`config.mk`:
```
export PLATFORM = sky130hd
export DESIGN_NAME = ptw_ctrl
export DESIGN_NICKNAME = d
export VERILOG_FILES = /design/src/hdl/assert_macros.svh /design/src/hdl/ptw_pkg.sv /design/src/hdl/ptw_ctrl.sv
export SDC_FILE = /design/constraint.sdc
export NUM_CORES = 1
export LEC_CHECK = 0
export ABC_AREA = 1
export ABC_CLOCK_PERIOD_IN_PS = 2960
export CORE_AREA = 3 3 130 132
export DETAILED_ROUTE_END_ITERATION = 8
export DIE_AREA = 0 0 133 135
export DONT_BUFFER_PORTS = 1
export PLACE_DENSITY_LB_ADDON = 0.05
export SKIP_LAST_GASP = 1
export SYNTH_ARGS = -nofsm -noshare
export SYNTH_HDL_FRONTEND = slang
export SYNTH_SLANG_ARGS = --single-unit
```
`constraint.sdc`:
```
create_clock -name clk -period 2.96 [get_ports clk]
set_input_delay 0.148 -clock clk [delete_from_list [all_inputs] [get_ports clk]]
set_output_delay 0.148 -clock clk [all_outputs]
set_load 0.01 [all_outputs]
```
`src/hdl/assert_macros.svh`:
```
// Assertion macros for the page table walker.
`ifndef ASSERT_MACROS_SVH
`define ASSERT_MACROS_SVH
`ifndef NO_ASSERTIONS
`define PTW_ASSERT_SAME(lbl, pre, post, msg) \
  lbl: assert property (@(posedge clk) disable iff (!rst_n) (pre) |-> (post)) \
    else $error(msg);
`define PTW_ASSERT_NEXT(lbl, pre, post, msg) \
  lbl: assert property (@(posedge clk) disable iff (!rst_n) (pre) |=> (post)) \
    else $error(msg);
`else
`define PTW_ASSERT_SAME(lbl, pre, post, msg)
`define PTW_ASSERT_NEXT(lbl, pre, post, msg)
`endif
`endif

```
`src/hdl/ptw_pkg.sv`:
```
// Types and constants shared by the page table walker modules.
package ptw_pkg;

  localparam int unsigned PTW_TABLE_COUNT    = 16;
  localparam int unsigned PTW_ENTRIES        = 512;
  localparam int unsigned PTW_IDX_W          = 9;
  localparam int unsigned PTW_PHYS_ADDR_BITS = 40;
  localparam int unsigned PTW_OUT_PA_W       = 40;

  localparam logic [1:0] REQ_WRITE  = 2'd0;
  localparam logic [1:0] REQ_XLATE  = 2'd1;
  localparam logic [1:0] REQ_UNMAP  = 2'd2;

  localparam logic [1:0] STAT_OK          = 2'd0;
  localparam logic [1:0] STAT_NOT_PRESENT = 2'd1;
  localparam logic [1:0] STAT_OUT_OF_STORE = 2'd2;

  localparam logic [1:0] SIZE_NONE = 2'd0;

  localparam logic [1:0] LVL_PT   = 2'd0;
  localparam logic [1:0] LVL_PD   = 2'd1;
  localparam logic [1:0] LVL_PDPT = 2'd2;
  localparam logic [1:0] LVL_PML4 = 2'd3;

  localparam logic [63:0] OFF_4K = 64'h0000_0000_0000_0fff;
  localparam logic [63:0] OFF_2M = 64'h0000_0000_001f_ffff;
  localparam logic [63:0] OFF_1G = 64'h0000_0000_3fff_ffff;

  localparam int unsigned BIT_P   = 0;
  localparam int unsigned BIT_RW  = 1;
  localparam int unsigned BIT_US  = 2;
  localparam int unsigned BIT_PCD = 4;
  localparam int unsigned BIT_PS  = 7;
  localparam int unsigned BIT_XD  = 63;

  typedef enum logic [1:0] {
    ST_CLEAR,
    ST_IDLE,
    ST_WALK
  } ptw_state_t;

  typedef struct packed {
    logic [1:0]  req_type;
    logic [47:0] virt_addr;
    logic [12:0] entry_location;
    logic [63:0] entry_value;
  } ptw_req_t;

  typedef struct packed {
    logic [PTW_OUT_PA_W-1:0] phys_addr;
    logic [1:0]              page_size_code;
    logic [3:0]              permissions;
    logic [1:0]              status;
  } ptw_rsp_t;

endpackage

```
`src/hdl/ptw_ctrl.sv`:
```
// Walk sequencer: store clearing, request decode, level-by-level walk and result register.
module ptw_ctrl
  import ptw_pkg::*;
#(
  parameter int unsigned TABLE_COUNT    = PTW_TABLE_COUNT,
  parameter int unsigned PHYS_ADDR_BITS = PTW_PHYS_ADDR_BITS,
  parameter int unsigned TBL_W          = $clog2(TABLE_COUNT),
  parameter int unsigned ADDR_W         = TBL_W + PTW_IDX_W
) (
  input  logic              clk,
  input  logic              rst_n,
  input  logic              start,
  input  ptw_req_t          req,
  input  logic [3:0]        root_table,
  output logic              busy,
  output logic              out_valid,
  output ptw_rsp_t          out_rsp,
  output logic              mem_we,
  output logic [ADDR_W-1:0] mem_wr_addr,
  output logic [63:0]       mem_wr_data,
  output logic              mem_re,
  output logic [ADDR_W-1:0] mem_rd_addr,
  input  logic [63:0]       mem_rd_data
);

  localparam int unsigned DEPTH = TABLE_COUNT * PTW_ENTRIES;
  localparam logic [63:0] PA_MASK = (64'd1 << PHYS_ADDR_BITS) - 64'd1;
  localparam logic [ADDR_W-1:0] LAST_ADDR = ADDR_W'(DEPTH - 1);

  function automatic logic [PTW_IDX_W-1:0] idx_of(input logic [47:0] va,
                                                  input logic [1:0] lvl);
    case (lvl)
      LVL_PML4: idx_of = va[47:39];
      LVL_PDPT: idx_of = va[38:30];
      LVL_PD:   idx_of = va[29:21];
      default:  idx_of = va[20:12];
    endcase
  endfunction

  function automatic logic [63:0] off_of(input logic [1:0] lvl);
    case (lvl)
      LVL_PT:  off_of = OFF_4K;
      LVL_PD:  off_of = OFF_2M;
      default: off_of = OFF_1G;
    endcase
  endfunction

  ptw_state_t state_r, state_nxt;
  logic [1:0]        lvl_r, lvl_nxt;
  logic              user_r, user_nxt;
  logic              unmap_r, unmap_nxt;
  logic [47:0]       va_r, va_nxt;
  logic [ADDR_W-1:0] slot_r, slot_nxt;
  logic [ADDR_W-1:0] clr_cnt_r, clr_cnt_nxt;
  logic              out_valid_r, out_valid_nxt;
  ptw_rsp_t          out_rsp_r, out_rsp_nxt;

  logic [63:0]                  entry;
  logic                         is_leaf;
  logic                         leaf_user;
  logic [PHYS_ADDR_BITS-13:0]   ptr;
  logic                         ptr_out;
  logic [63:0]                  off;
  logic [63:0]                  pa64;
  logic                         root_out;
  logic                         loc_in_range;

  assign entry        = mem_rd_data;
  assign is_leaf      = (lvl_r == LVL_PT) || ((lvl_r != LVL_PML4) && entry[BIT_PS]);
  assign leaf_user    = user_r & entry[BIT_US];
  assign ptr          = entry[PHYS_ADDR_BITS-1:12];
  assign ptr_out      = 64'(ptr) >= 64'(TABLE_COUNT);
  assign off          = off_of(lvl_r);
  assign pa64         = (entry & PA_MASK & ~off) | ({16'h0, va_r} & off);
  assign root_out     = 32'(root_table) >= 32'(TABLE_COUNT);
  assign loc_in_range = 32'(req.entry_location) < 32'(DEPTH);

  always_ff @(posedge clk) begin
    if (!rst_n) begin
      state_r     <= ST_CLEAR;
      clr_cnt_r   <= '0;
      out_valid_r <= 1'b0;
    end else begin
      state_r     <= state_nxt;
      clr_cnt_r   <= clr_cnt_nxt;
      out_valid_r <= out_valid_nxt;
    end
  end

  always_ff @(posedge clk) begin
    lvl_r     <= lvl_nxt;
    user_r    <= user_nxt;
    unmap_r   <= unmap_nxt;
    va_r      <= va_nxt;
    slot_r    <= slot_nxt;
    out_rsp_r <= out_rsp_nxt;
  end

  always_comb begin
    state_nxt     = state_r;
    lvl_nxt       = lvl_r;
    user_nxt      = user_r;
    unmap_nxt     = unmap_r;
    va_nxt        = va_r;
    slot_nxt      = slot_r;
    clr_cnt_nxt   = clr_cnt_r;
    out_valid_nxt = 1'b0;
    out_rsp_nxt   = '0;
    mem_we        = 1'b0;
    mem_wr_addr   = '0;
    mem_wr_data   = '0;
    mem_re        = 1'b0;
    unique case (state_r)
      ST_CLEAR: begin
        mem_we      = 1'b1;
        mem_wr_addr = clr_cnt_r;
        clr_cnt_nxt = clr_cnt_r + 1'b1;
        if (clr_cnt_r == LAST_ADDR) begin
          state_nxt = ST_IDLE;
        end
      end
      ST_IDLE: begin
        if (start) begin
          case (req.req_type) inside
            REQ_XLATE, REQ_UNMAP: begin
              if (root_out) begin
                out_valid_nxt      = 1'b1;
                out_rsp_nxt.status = STAT_OUT_OF_STORE;
              end else begin
                mem_re    = 1'b1;
                slot_nxt  = {TBL_W'(root_table), req.virt_addr[47:39]};
                va_nxt    = req.virt_addr;
                lvl_nxt   = LVL_PML4;
                user_nxt  = 1'b1;
                unmap_nxt = (req.req_type == REQ_UNMAP);
                state_nxt = ST_WALK;
              end
            end
            REQ_WRITE: begin
              mem_we        = loc_in_range;
              mem_wr_addr   = ADDR_W'(req.entry_location);
              mem_wr_data   = req.entry_value;
              out_valid_nxt = 1'b1;
            end
            default: begin
              out_valid_nxt = 1'b1;
            end
          endcase
        end
      end
      ST_WALK: begin
        if (!entry[BIT_P]) begin
          out_valid_nxt      = 1'b1;
          out_rsp_nxt.status = STAT_NOT_PRESENT;
          state_nxt          = ST_IDLE;
        end else if (is_leaf) begin
          out_valid_nxt              = 1'b1;
          out_rsp_nxt.status         = STAT_OK;
          out_rsp_nxt.page_size_code = lvl_r + 2'd1;
          state_nxt                  = ST_IDLE;
          if (unmap_r) begin
            mem_we      = 1'b1;
            mem_wr_addr = slot_r;
            mem_wr_data = entry & ~64'h1;
          end else begin
            out_rsp_nxt.phys_addr   = pa64[PTW_OUT_PA_W-1:0];
            out_rsp_nxt.permissions = {entry[BIT_PCD], entry[BIT_XD], leaf_user,
                                       entry[BIT_RW]};
          end
        end else if (ptr_out) begin
          out_valid_nxt      = 1'b1;
          out_rsp_nxt.status = STAT_OUT_OF_STORE;
          state_nxt          = ST_IDLE;
        end else begin
          mem_re   = 1'b1;
          slot_nxt = {TBL_W'(ptr), idx_of(va_r, lvl_r - 2'd1)};
          lvl_nxt  = lvl_r - 2'd1;
          user_nxt = leaf_user;
        end
      end
      default: begin
        state_nxt = ST_CLEAR;
      end
    endcase
  end

  assign mem_rd_addr = slot_nxt;
  assign busy        = (state_r != ST_IDLE);
  assign out_valid   = out_valid_r;
  assign out_rsp     = out_rsp_r;

endmodule

```
# [Word-level counts from Yosys, hierarchy flattened]
# Index checks and enable logic that the tools add are counted.
[totals] ff_bits=129 input_bits=198 output_inout_bits=142 word_cells=119
[classes] n_addsub=3 magnitude_cmp=1 n_eq_ne=18 mux=63 n_bitwise=8 n_reduce_logical=13
[op_table] operator="$mux 64" n=6
[op_table] operator="$mux 13" n=11
[op_table] operator="$pmux 64 s2" n=1
[op_table] operator="$pmux 30 s2" n=1
[op_table] operator="$and 40x30->40" n=1
[op_table] operator="$and 40x40->40" n=1
[op_table] operator="$not 30->40" n=1
[op_table] operator="$or 40x40->40" n=1
[op_table] operator="$pmux 13 s3" n=1
[op_table] operator="$ge 28x5->1 const B" n=1
[op_table] operator="$pmux 9 s3" n=1
[op_table] operator="$pmux 13 s2" n=1
[op_table] operator="$mux 2" n=12
[op_table] operator="$mux 1" n=23
[op_table] operator="$add 13x1->13 const B" n=1
[op_table] operator="$eq 13x13->1 const B" n=1
[op_table] operator="$ne 2x2->1 const B" n=6
[op_table] operator="$eq 2x1->1 const B" n=4
[op_table] operator="$eq 2x2->1 const B" n=4
[op_table] operator="$logic_not 2->1" n=3
[op_table] operator="$pmux 1 s2" n=3
[op_table] operator="$pmux 2 s3" n=1
[op_table] operator="$reduce_and 3->1" n=2
[op_table] operator="$reduce_and 6->1" n=1
[op_table] operator="other kinds (15)" n=18

# [Depth between registers and ports, before layout]
[depth] ltp_word=7 ltp_mapped=12 ltp_nobuf=11

# [Worst setup path after synthesis]
# Ideal clock, no wire load.
[synth_path] path_type="reg-to-output" start="register state_r[1]" end="output port mem_rd_addr[0]" arrival_ps=2649 required_ps=2812 path_slack_ps=163 stages_incl_launch_ff=9 path_buffers=0 cell_sequence="dfxtp_1 > inv_1 > ha_1 > inv_1 > nor2_2 > a221oi_1 > nand3_1 > nand2_1 > inv_1"
[synth_between] elab_chain_len=2 elab_cells_between_ends=3 cone_classes="eq/ne (2); mux (1)"
[synth_lines] element="start, declared" line_no="ptw_ctrl.sv:48" source="ptw_state_t state_r, state_nxt;"
[synth_lines] element="start signal, assigned" line_no="ptw_ctrl.sv:84" source="state_r <= state_nxt;"
[synth_lines] element="$eq 2x2->1 / $eq 2x1->1 (equally long branches)" line_no="ptw_ctrl.sv:113" source="unique case (state_r)"
[synth_lines] element="$pmux 13 s2 *" line_no="ptw_ctrl.sv:113"
[synth_lines] element="end, declared" line_no="ptw_ctrl.sv:22" source="output logic [ADDR_W-1:0] mem_rd_addr,"
# Every way passes the cells marked *; elsewhere a longest branch is shown, timed or not.

# [Final worst setup path]
[layout_path] start="register state_r[0]" end="output port mem_wr_data[29]"
[layout_between] elab_chain_len=2 elab_cells_between_ends=3 cone_classes="eq/ne (2); mux (1)"
[layout_lines] element="$eq 2x2->1 / $eq 2x1->1 (equally long branches)" line_no="ptw_ctrl.sv:113"
[layout_lines] element="$pmux 64 s2 *" line_no="ptw_ctrl.sv:113"
[layout_lines] element="end, declared" line_no="ptw_ctrl.sv:20" source="output logic [63:0] mem_wr_data,"
# Marks and branches as above.

==> impl_metrics.json <==
{
  "slew_headroom": 0.5186,
  "critPathLaunch": "state_r[0]$_SDFFE_PN0P_",
  "status": "completed",
  "whs_ns": 0.04183,
  "holdPathStages": 4,
  "cts.sinks": 129,
  "slowest_delay_ns": 0.58,
  "nNetsFinal": 1114,
  "rsz0062_at_grt": "no",
  "yosysTopAreaCellShare": 0.2372,
  "max_freq_ghz": 0.3598,
  "std_cell_rows": 46,
  "drive_above_1_share": 0.1397,
  "arrival_ns": 2.63,
  "grt_pass1_wl_mm": 35.92,
  "hold_viol_final": 0,
  "synth_edf_count": 52,
  "design_area_um2": 8333,
  "switching_power_w": 0.0008659,
  "synth_area_um2": 6584,
  "num_vias": 6225,
  "fin_util": 0.5265,
  "path_cells": "inv_1 > ha_2 > inv_2 > buf_4 > o32ai_1 > buf_4",
  "hold_class": "in2reg",
  "path_buf_inv": 4,
  "postSynth.asyncResetShare": 0,
  "placed_area_um2": 6942,
  "reg2reg_depth": 7,
  "initial_core_util": 0.4160,
  "ys_ff_latch": 129,
  "worst_path_most_repeated_cell": "buf_4",
  "crit_type": "reg2out",
  "synth_cell_types": 35,
  "rrSetupSlack_ns": 0.70,
  "io_buffers": 0,
  "ys.flop_type": "dfxtp_1",
  "cp.required_ns": 2.81,
  "whs_endpoint": "out_rsp[36]$_SDFF_PP0_",
  "path_clk_slew_ns": 0.06,
  "cts_buffer_depth": 2,
  "final_common_cell": "nand2_1",
  "cts_setup_buffers": 0,
  "core-area_um2": 15830,
  "num_antenna_cells": 0,
  "place_hpwl_mm": 18.27,
  "p_per_area_nw_per_um2": 510.6,
  "fin_tns_setup_ns": 0,
  "yosys-top-cells-area": "edfxtp_1 24%, dfxtp_1 23%, nand2_1 11%",
  "grt_pass1_vias": 6039,
  "synth.avg_cell_area_um2": 8.019,
  "start_kind": "flop",
  "post-route-period-util": 0.9390,
  "synth_nets": 1032,
  "path_depth": 6,
  "antenna_found_initial": 0,
  "first_iter_violations": 497,
  "ant_nets": 0,
  "viasPerCell": 5.499,
  "pin_count": 340,
  "syn_to_final_growth_pct": 26.57,
  "sw_frac_of_total": 0.2035,
  "power_frac_seq": 0.436,
  "numCtsBuffers": 17,
  "leakagePower_nw": 3.114,
  "synth_warnings": 0,
  "synth_top_cell_by_area": "edfxtp_1",
  "ir_drop_mv": 0.3450,
  "critPathTopFamily": "buffers and inverters",
  "worstHoldStart": "mem_rd_data[28]",
  "clkPwrFrac": 0.528,
  "combPwrFrac": 0.036,
  "globalRoute.totalOverflow": 0,
  "wirelength_mm": 24.47,
  "clock_skew_ns": 0.009546,
  "place_congestion": 0.8440,
  "drv_cap": 0,
  "cp_max_fo": 27,
  "reg2reg_to": "out_rsp[22]$_SDFF_PP0_",
  "cp-end-kind": "primary output",
  "setup_violations": 0,
  "drv_slew": 0,
  "cts_tree": "yes",
  "track_usage": 0.2610,
  "cp_slowest_cell": "ha_2",
  "die_w_um": 133,
  "p_int_w": 0.003389,
  "routedWlPerCell_um": 21.61,
  "worst_slew_pin_slew_ns": 0.7211,
  "cts.htree.levels": 4,
  "multi_input_area_um2": 2988,
  "grt_max_degree": 66,
  "reg2reg_from": "lvl_r[0]$_SDFFCE_PN1P_",
  "die_area_um2": 17960,
  "syn-instance-count": 821,
  "drt_first_pass_iters": 6,
  "period_minus_slack_ns": 2.779,
  "chipHeight_um": 135,
  "drc_errors": 0,
  "fillers": 1506,
  "layout_common_cells": "194 x nand2_1, 112 x nor2_1, 77 x dfxtp_1",
  "clock-root-buffer": "clkbuf_16",
  "regArea_um2": 3103,
  "ys_seq_area_frac": 0.4713,
  "clock_latency_ns": 0.42
}
-- tightest hold or removal path: stages --
cell and delay [ns]:
inv_1 0.04, nor2_1 0.10, a21oi_1 0.05, nor2_1 0.08
-- flip-flops by register name, summed over array words and instances, names as in the netlist --
name       cells
out_rsp       48
va_r          48
clr_cnt_r     13
slot_r        13
lvl_r          2
state_r        2
out_valid      1
unmap_r        1
user_r         1
-- logic make-up (layout without fill, tap and decap cells) --
group,Yosys count,count (layout),synth area share
AOI/OAI and AO/OA,159,159,0.1703
xor gates and xnor gates,2,2,0.002661
adders and majority gates,13,13,0.02471
buffers and inverters,123,218,0.07925
DFF,129,129,0.4713
and+or+nand+nor,395,395,0.2518
-- worst max-delay path by stage --
stage	slack, ns	end
after floorplan	0.16	mem_rd_addr[0]
after global placement	0.59	va_r[13]$_DFFE_PP_
after detailed placement	0.48	va_r[42]$_DFFE_PP_
after CTS	0.12	mem_rd_addr[7]
after global routing	0.04	mem_wr_data[29]
final	0.18	mem_wr_data[29]
-- power groups by stage --
stage	Sequential [W]	Combinational [W]	Clock [W]
after floorplan	0.00189	0.0000433	0
after global placement	0.00189	0.0000649	0
after detailed placement	0.00189	0.0000650	0
after CTS	0.00185	0.000153	0.00228
after global routing	0.00185	0.000165	0.00237
final	0.00185	0.000154	0.00225
-- synthesized netlist by cell type (13+ instances only) --
library cell  number
nor2_1           113
o32ai_2           19
nor2_2            13
buf_2             21
dfxtp_1           77
ha_1              13
inv_1             68
edfxtp_1          52
nand2_1          195
a21oi_1           40
o21ai_0           58
clkbuf_1          21
nand3_1           49
-- layer usage --
layer | share of wire | GRT usage
met1 | 0.41 | 0.3274
met2 | 0.48 | 0.4280
met3 | 0.095 | 0.09165
met4 | 0.021 | 0.07390
met5 | 0 | 0
-- repair_timing --
item	in CTS	in global routing
endpoints found under the setup margin	0	7
gates resized for setup	0	3
hold buffers	74	0
hold endpoints to repair	86	0
-- metrics by stage --
| stage | worst slack, ns | power [W] | std cells |
|---|---|---|---|
| final | 0.1807 | 0.004255 | 1132 |
| after global routing | 0.04399 | 0.004386 | 1132 |
| after CTS | 0.1153 | 0.004288 | 1132 |
| after detailed placement | 0.4793 | 0.001957 | 1026 |
| after global placement | 0.5879 | 0.001956 | 1026 |
| after floorplan | 0.1635 | 0.001933 | 821 |
-- area by class of cell --
class | count | share of cell area
timing repair buffer | 113 | 0.1275
sequential | 129 | 0.3724
multi-input combinational | 569 | 0.3586
tap | 216 | 0.03243
clock inverter | 12 | 0.02147
inverter | 73 | 0.03288
clock buffer | 20 | 0.05480
Note: power is estimated with default switching activity, not from simulation.
